## config.mk

```make
export PLATFORM = sky130hd
export DESIGN_NAME = byte_pattern_search
export DESIGN_NICKNAME = d
export VERILOG_FILES = /design/src/rtl/bps_pkg.sv /design/src/rtl/byte_pattern_search.sv
export SDC_FILE = /design/constraint.sdc
export NUM_CORES = 1
export LEC_CHECK = 0
export BUFFER_PORTS_ARGS = -buffer_cell sky130_fd_sc_hd__clkbuf_2
export CORE_MARGIN = 2
export CORE_UTILIZATION = 50
export DETAILED_ROUTE_END_ITERATION = 12
export PLACE_DENSITY_LB_ADDON = 0.1
export SLEW_MARGIN = 10
export SYNTH_ARGS = -nofsm -noshare
export SYNTH_HDL_FRONTEND = slang
export SYNTH_SLANG_ARGS = --single-unit
```

## constraint.sdc

```tcl
create_clock -name clk -period 3.75 [get_ports clk]
set_clock_uncertainty 0.15 [all_clocks]
set_input_delay 0.75 -clock clk [delete_from_list [all_inputs] [get_ports clk]]
set_output_delay 0.75 -clock clk [all_outputs]
set_load 0.02 [all_outputs]
```

## src/rtl/bps_pkg.sv

```systemverilog
// bps_pkg: shared widths, defaults and register indexes for byte_pattern_search
// no dependencies
`default_nettype none

package bps_pkg;

  localparam int DATA_W    = 8;
  localparam int PAT_W     = 64;
  localparam int LEN_W     = 4;
  localparam int OFFSET_W  = 16;
  localparam int CFG_IDX_W = 2;

  localparam int              MAX_PATTERN_LENGTH_DEF = 8;
  localparam longint unsigned MAX_SOURCE_LENGTH_DEF  = 64'd65536;

  typedef logic [CFG_IDX_W-1:0] cfg_index_t;

  localparam cfg_index_t REG_PATTERN_BYTES  = 2'd0;
  localparam cfg_index_t REG_PATTERN_LENGTH = 2'd1;
  localparam cfg_index_t REG_FIND_LAST      = 2'd2;

endpackage

`default_nettype wire

```

## src/rtl/byte_pattern_search.sv

```systemverilog
// byte_pattern_search: one byte per cycle, the newest pattern_length bytes (clamped to
// 1..MAX_PATTERN_LENGTH) of a sliding window are compared in parallel with the pattern
// on every transfer; the result is registered on the transfer of the byte marked last.
// throughput: one byte per cycle; only a last byte waits while an older result is unread.
// reset: synchronous; pattern 0, length 1, first-match mode, stream and out_valid cleared
// depends on bps_pkg
`default_nettype none

module byte_pattern_search #(
  parameter int              MAX_PATTERN_LENGTH = bps_pkg::MAX_PATTERN_LENGTH_DEF,
  parameter longint unsigned MAX_SOURCE_LENGTH  = bps_pkg::MAX_SOURCE_LENGTH_DEF
) (
  input  wire logic                        clk,
  input  wire logic                        rst,
  input  wire logic                        cfg_valid,
  output logic                             cfg_ready,
  input  wire bps_pkg::cfg_index_t         cfg_index,
  input  wire logic [bps_pkg::PAT_W-1:0]   cfg_data,
  input  wire logic                        in_valid,
  output logic                             in_ready,
  input  wire logic [bps_pkg::DATA_W-1:0]  data_byte,
  input  wire logic                        last_byte,
  output logic                             out_valid,
  input  wire logic                        out_ready,
  output logic                             match_found,
  output logic [bps_pkg::OFFSET_W-1:0]     match_offset
);
  import bps_pkg::*;

  localparam int P     = MAX_PATTERN_LENGTH;
  localparam int WIN_W = P * DATA_W;
  localparam int CW    = $clog2(MAX_SOURCE_LENGTH + 64'd1);

  logic [PAT_W-1:0]    pattern_bytes;
  logic [LEN_W-1:0]    pattern_length;
  logic                find_last;

  logic [WIN_W-1:0]    window_bytes;
  logic [CW-1:0]       bytes_seen;
  logic                have_match;
  logic [OFFSET_W-1:0] kept_offset;

  logic [WIN_W-1:0]    window_next;
  logic [CW-1:0]       bytes_seen_next;
  logic                have_match_next;
  logic [OFFSET_W-1:0] kept_offset_next;
  logic                out_valid_next;

  logic                in_xfer;
  logic                in_room;
  logic [LEN_W-1:0]    len;
  logic [P:1]          eq_len;
  logic                hit;
  logic [CW-1:0]       start;

  assign cfg_ready = 1'b1;
  assign in_room   = !out_valid || out_ready;
  assign in_ready  = in_room || !last_byte;
  assign in_xfer   = in_valid && in_ready;

  always_ff @(posedge clk) begin
    if (rst) begin
      pattern_bytes  <= '0;
      pattern_length <= LEN_W'(1);
      find_last      <= 1'b0;
    end else if (cfg_valid) begin
      unique case (cfg_index)
        REG_PATTERN_BYTES:  pattern_bytes  <= cfg_data;
        REG_PATTERN_LENGTH: pattern_length <= cfg_data[LEN_W-1:0];
        REG_FIND_LAST:      find_last      <= cfg_data[0];
        default: ;
      endcase
    end
  end

  always_comb begin
    if (pattern_length == '0) begin
      len = LEN_W'(1);
    end else if (pattern_length > LEN_W'(P)) begin
      len = LEN_W'(P);
    end else begin
      len = pattern_length;
    end
  end

  assign window_next = {data_byte, window_bytes[WIN_W-1:DATA_W]};

  // compare for each possible length: newest L lanes against first L pattern bytes
  always_comb begin
    for (int l = 1; l <= P; l++) begin
      eq_len[l] = 1'b1;
      for (int i = 0; i < l; i++) begin
        if (window_next[(P-l+i)*DATA_W +: DATA_W] != pattern_bytes[i*DATA_W +: DATA_W]) begin
          eq_len[l] = 1'b0;
        end
      end
    end
  end

  always_comb begin
    hit = 1'b0;
    for (int l = 1; l <= P; l++) begin
      if (len == LEN_W'(l)) begin
        hit = eq_len[l];
      end
    end
  end

  assign start = bytes_seen_next - CW'(len);

  always_comb begin
    bytes_seen_next  = bytes_seen + CW'(1);
    have_match_next  = have_match;
    kept_offset_next = kept_offset;
    if (in_xfer && (bytes_seen < CW'(MAX_SOURCE_LENGTH))) begin
      if ((bytes_seen_next >= CW'(len)) && hit && (find_last || !have_match)) begin
        have_match_next  = 1'b1;
        kept_offset_next = start[OFFSET_W-1:0];
      end
    end
  end

  always_ff @(posedge clk) begin
    if (rst) begin
      window_bytes <= '0;
      bytes_seen   <= '0;
      have_match   <= 1'b0;
      kept_offset  <= '0;
    end else if (in_xfer) begin
      if (last_byte) begin
        window_bytes <= '0;
        bytes_seen   <= '0;
        have_match   <= 1'b0;
        kept_offset  <= '0;
      end else if (bytes_seen < CW'(MAX_SOURCE_LENGTH)) begin
        window_bytes <= window_next;
        bytes_seen   <= bytes_seen_next;
        have_match   <= have_match_next;
        kept_offset  <= kept_offset_next;
      end
    end
  end

  always_comb begin
    if (in_xfer && last_byte) begin
      out_valid_next = 1'b1;
    end else if (out_ready) begin
      out_valid_next = 1'b0;
    end else begin
      out_valid_next = out_valid;
    end
  end

  always_ff @(posedge clk) begin
    if (rst) begin
      out_valid <= 1'b0;
    end else begin
      out_valid <= out_valid_next;
    end
  end

  always_ff @(posedge clk) begin
    if (in_xfer && last_byte) begin
      match_found  <= have_match_next;
      match_offset <= have_match_next ? kept_offset_next : '0;
    end
  end

  a_clear_after_last: assert property (@(posedge clk) disable iff (rst)
    (in_xfer && last_byte) |=> (bytes_seen == '0 && !have_match && out_valid))
    else $error("stream state not cleared or result missing after last transfer");

  a_offset_zero: assert property (@(posedge clk) disable iff (rst)
    (out_valid && !match_found) |-> (match_offset == '0))
    else $error("nonzero offset without a match");

  a_kept_zero: assert property (@(posedge clk) disable iff (rst)
    !have_match |-> (kept_offset == '0))
    else $error("kept offset set without a match");

  a_count_limit: assert property (@(posedge clk) disable iff (rst)
    bytes_seen <= CW'(MAX_SOURCE_LENGTH))
    else $error("byte count beyond source limit");

  a_no_overwrite: assert property (@(posedge clk) disable iff (rst)
    (out_valid && !out_ready) |-> !(in_xfer && last_byte))
    else $error("pending result overwritten");

endmodule

`default_nettype wire
```

# [Word-level counts from Yosys, hierarchy flattened]
# Index checks and enable logic that the tools add are counted.
[word_totals] out_inout_bits=20 input_bits=80 register_bits=185
[op_classes] reduce_logical=19 muxes=60 add_sub_neg=2 n_lt_le_gt_ge=3 eq_ne=46
[ops] cell="$ne 8x8->1" count=36
[ops] cell="$mux 64" count=2
[ops] cell="$mux 16" count=4
[ops] cell="$mux 1" count=50
[ops] cell="$mux 17" count=2
[ops] cell="$add 17x1->17 const B" count=1
[ops] cell="$ge 17x4->1" count=1
[ops] cell="$lt 17x17->1 const B" count=1
[ops] cell="$eq 4x3->1 const B" count=4
[ops] cell="$sub 16x4->16" count=1
[ops] cell="$eq 4x2->1 const B" count=2
[ops] cell="$mux 4" count=2
[ops] cell="$reduce_and 2->1" count=4
[ops] cell="$logic_and 1x1->1" count=5
[ops] cell="$eq 4x1->1 const B" count=1
[ops] cell="$eq 4x4->1 const B" count=1
[ops] cell="$gt 4x4->1 const B" count=1
[ops] cell="$logic_not 4->1" count=1
[ops] cell="$reduce_bool 2->1" count=2
[ops] cell="$logic_not 1->1" count=3
[ops] cell="$logic_or 1x1->1" count=3
[ops] cell="$eq 2x1->1 const B" count=1
[ops] cell="$eq 2x2->1 const B" count=1
[ops] cell="$logic_not 2->1" count=1

# [Depth between registers and ports, before layout]
[logic_depth] depth_word=18 mapped_depth=15 depth_no_buf=13

# [Least setup slack after synthesis]
# OpenSTA, ideal clock, no wires.
[synth_path] path_kind="input to register" startpoint="input data_byte[7] (netlist name)" endpoint="register match_offset[4] (netlist name) (data pin)" setup_ns=0.264 path_slack_ns=0.127 t_required_ns=3.336 t_arrival_ns=3.210 stages=11 path_cell_list="clkbuf_1 xor2_1 nor4_1 nand4_1 or4_1 nand3_1 a2111oi_1 a2111oi_4 buf_4 mux2i_1 nor2_1"
[synth_via] elab_chain_len=14 elab_cells_between_ends=30
[synth_lines] item="start: declaration" line_no="byte_pattern_search.sv:21" source="input wire logic [bps_pkg::DATA_W-1:0] data_byte,"
[synth_lines] item="$ne 8x8->1" line_no="byte_pattern_search.sv:93" source="if (window_next[(P-l+i)*DATA_W +: DATA_W] != pattern_bytes[i*DATA_W +: DATA_W]) begin"
[synth_lines] item="$mux 1" line_no="byte_pattern_search.sv:93"
[synth_lines] item="$mux 1 (7 in series)" line_no="byte_pattern_search.sv:103" source="if (len == LEN_W'(l)) begin"
[synth_lines] item="$mux 1 (*)" line_no="byte_pattern_search.sv:103"
[synth_lines] item="$logic_and 1x1->1 (*) (2 in series)" line_no="byte_pattern_search.sv:116" source="if ((bytes_seen_next >= CW'(len)) && hit && (find_last || !have_match)) begin"
[synth_lines] item="$mux 16 or $mux 1 (tied branches)" line_no="byte_pattern_search.sv:116"
[synth_lines] item="$mux 16 or $mux 1 (tied branches)" line_no="byte_pattern_search.sv:115" source="if (in_xfer && (bytes_seen < CW'(MAX_SOURCE_LENGTH))) begin"
[synth_lines] item="end signal: assignment" line_no="byte_pattern_search.sv:165" source="match_offset <= have_match_next ? kept_offset_next : '0;"
[synth_lines] item="end: declaration" line_no="byte_pattern_search.sv:26" source="output logic [bps_pkg::OFFSET_W-1:0] match_offset"
# Mark *: on every way between the ends. The rest lies on a longest branch, timed or not.
# A chain may end at the register's enable or synchronous reset.

# [Worst setup path in the final report]
[layout_path] startpoint="register window_bytes[37]" endpoint="register match_offset[4] (netlist name) (data pin)"
[layout_via] elab_chain_len=14 elab_cells_between_ends=34
[layout_lines] item="start: declaration" line_no="byte_pattern_search.sv:38" source="logic [WIN_W-1:0] window_bytes;"
[layout_lines] item="start signal: assignment" line_no="byte_pattern_search.sv:136" source="window_bytes <= window_next;"
[layout_lines] item="$ne 8x8->1" line_no="byte_pattern_search.sv:93"
[layout_lines] item="$mux 1 (5 in series)" line_no="byte_pattern_search.sv:93"
[layout_lines] item="$mux 1 (3 in series)" line_no="byte_pattern_search.sv:103"
[layout_lines] item="$mux 1 (*)" line_no="byte_pattern_search.sv:103"
[layout_lines] item="$logic_and 1x1->1 (*) (2 in series)" line_no="byte_pattern_search.sv:116"
[layout_lines] item="$mux 16 or $mux 1 (tied branches)" line_no="byte_pattern_search.sv:116"
[layout_lines] item="$mux 16 or $mux 1 (tied branches)" line_no="byte_pattern_search.sv:115"
# Marked as above.

==> reports/metrics.cfg <==
[timing]
fmax_ghz=0.283
setup_violations=0
period_share_pct=94.2
layout_min_cycle_time_ns=3.53
final_max_slew_viol_count=0
worstMarginPinSlew_ns=1.04
rsz0062_at_grt=no
tns_ns=0
relSlewSlack_pct=30.9
hold_viol_final=0

[clock_tree]
post_cts_buffers=0
cts_hold_buffers=0
clk_pin_slew_ns=0.07
cts_buffers=17
clock_sinks=177
cts-htree-levels=4
cts-root-buf=clkbuf_16
clock_latency_ns=0.44
cts_buffer_depth=2
cts_resized=0
cts_tree=yes

[route]
viasPerCell=5.76
wl_per_cell_um=23.4
wl_um=38900
drc=0
antenna_left=0
vias=9577
drtIter0Drc=864
dr.pass1.iters=5

[setup_path]
cp_max_fo=24
crit_type=reg2reg
cp.required_ns=3.79
cp_top_family=simple AND/OR/NAND/NOR gates
worstPathCellList=xor2_1 > nor4_1 > buf_4 > nand4_1 > or4_1 > nand3_1 > a2111oi_1 > a2111oi_4 > buf_12 > mux2i_1 > nor2_1
critPathArrivalTime_ns=3.57
setup.worst_path.start_class=register
crit_buf_inv=2
end_kind=register
max_stage_delay_ns=0.58
slowest_stage=or4_1

[yosys]
async_flop_share_pct=0
synth_adder_area_share_pct=0.774
ys_types=55
synth_area_um2=10700
synth.avg_cell_area_um2=8.30
yosys.area_share.simple_pct=18.7
synth_edf_count=17
syn-num-nets=1371
synth-compound-area-share_pct=11.6
ys_seq_area_share_pct=34.8
synth_cells=1285
synth_top_family_by_area=XOR/XNOR gates
synth_ff_type=dfxtp_1
synth-seq-cells=177
yosysWarnings=0
synthMuxAreaShare_pct=1.70
synth-xor-area-share_pct=26.1

[place]
io_buffers=98
placedCellCount=1630
place.gp.congestion=1.03
dp_hpwl_um=29800

[floorplanning]
rows=53
die_w_um=150
core-area_um2=21000
initial_core_util_pct=50.9
dieHeight_um=150
dieArea_um2=22500
ios=100

[power_and_ir_drop]
switching_share_pct=27.5
peakVddDrop_v=0.000273
power.leakage_nw=5.33
p_clk_share_pct=42.5
p_seq_share_pct=42.6
intPower_mw=3.40
p_comb_share_pct=15.0
powerDensity_nw_per_um2=375
p_sw_mw=1.29
p_total_mw=4.69

[global_route]
grt_max_degree=99
grt_overflow=0
grt_usage_pct=35.1
grt_pass1_vias=8926
grt_pass1_wl_um=57300
antenna_found_initial=1

[final_layout]
mostFrequentLayoutCell=xor2_1
area_growth_pct=17.2
fin_nets=1460
final_cell_count_no_fill=1662
final_layout_size_suffix_gt1_share_pct=19.0
final_cell_mix=xor2_1 (169), dfxtp_1 (160), nand2_1 (150)

[min_path]
holdCritPathClass=reg2reg

[outcome]
status=finished clean

[flow_run]
cap_violations=0

routing by layer:
metal / global-route usage [%] / wire length (µm) / vias up
met3: 9.05 / 3660 / 72
met2: 48.6 / 15800 / 447
met5: 0 / 0 / -
met4: 13.3 / 1350 / 0
met1: 51.7 / 18100 / 4561
li1: - / - / 4497
power groups by stage:
| stage | logic [mW] | registers, mW | clock network [mW] |
|---|---|---|---|
| CTS | 0.690 | 2.00 | 2.02 |
| global placement | 0.688 | 2.04 | 0 |
| global route | 0.752 | 2.00 | 2.10 |
| floorplan | 0.432 | 2.01 | 0 |
| detailed placement | 0.687 | 2.04 | 0 |
| finish | 0.701 | 2.00 | 1.99 |
final timing paths:
check	slack, ns	end	depth (start not counted)	from
setup / recovery	0.22	match_offset[4]$_SDFFCE_PN0P_	11	window_bytes[37]$_SDFFE_PP0P_
hold / removal	0.32	kept_offset[3]$_SDFFE_PP0P_	1	kept_offset[3]$_SDFFE_PP0P_
setup reg to reg	0.22	match_offset[4]$_SDFFCE_PN0P_	11	window_bytes[37]$_SDFFE_PP0P_
hold reg to reg	0.32	kept_offset[3]$_SDFFE_PP0P_	1	kept_offset[3]$_SDFFE_PP0P_
per-stage QoR:
stage               area, µm²  utilization, %  hold WS, ns  worst slack, ns
global route            12500            59.6        0.331           0.0852
finish                  12500            59.7        0.316            0.216
detailed placement      11900            56.6        0.300          0.00718
global placement        11900            56.6        0.295           0.0741
floorplan               10700               -        0.282            0.127
CTS                     12500            59.6        0.319            0.263
registers in the layout, indices dropped and copies added, names as in the netlist:
register	cells
bytes_seen	17
find_last	1
have_match	1
kept_offset	16
match_found	1
match_offset	16
out_valid	1
pattern_bytes	64
pattern_length	4
window_bytes	56
final cells by class:
class	instances	area [µm²]
Antenna cell	1	2.50
Clock inverter	12	191
Timing Repair Buffer	221	1470
Inverter	9	33.8
Multi-Input combinational cell	948	6300
Fill cell	1990	8450
Tap cell	275	344
Sequential cell	177	3710
Clock buffer	19	454
kinds of logic (layout without fill, tap and decap cells):
kind of cell	count (synthesis)	count (layout)
AOI/OAI and AO/OA	186	186
adders and majority gates	6	6
DFF	177	177
and+or+nand+nor	419	419
muxes	18	18
other	1	2
xor gates and xnor gates	318	318
buffers and inverters	160	261
synth_stat cells (2+ instances only):
cell / count / share of area, %
dfxtp_1: 160 / 30
ha_1: 5 / 0.59
clkbuf_1: 94 / 3.3
a32o_1: 13 / 1.2
o31a_1: 2 / 0.16
or3_1: 3 / 0.18
nand3b_1: 6 / 0.42
edfxtp_1: 17 / 4.8
nor2_1: 107 / 3.8
xnor2_1: 149 / 12
buf_1: 13 / 0.46
o21ai_1: 2 / 0.094
inv_1: 8 / 0.28
xor2_1: 169 / 14
a211oi_1: 4 / 0.28
o2bb2ai_1: 3 / 0.25
a22oi_1: 60 / 4.2
nor2b_1: 4 / 0.23
a21oi_1: 81 / 3.8
nor4_1: 45 / 2.6
and2_1: 4 / 0.23
nand2b_1: 4 / 0.23
nor3_1: 15 / 0.70
buf_2: 38 / 1.8
nand4_1: 47 / 2.8
buf_4: 5 / 0.35
or4_1: 3 / 0.21
nand3_1: 15 / 0.70
o21a_1: 2 / 0.14
mux2i_1: 17 / 1.6
and4_1: 8 / 0.66
o21ai_0: 10 / 0.47
nand2_1: 150 / 5.3
Power figures use the tool's default switching activity.
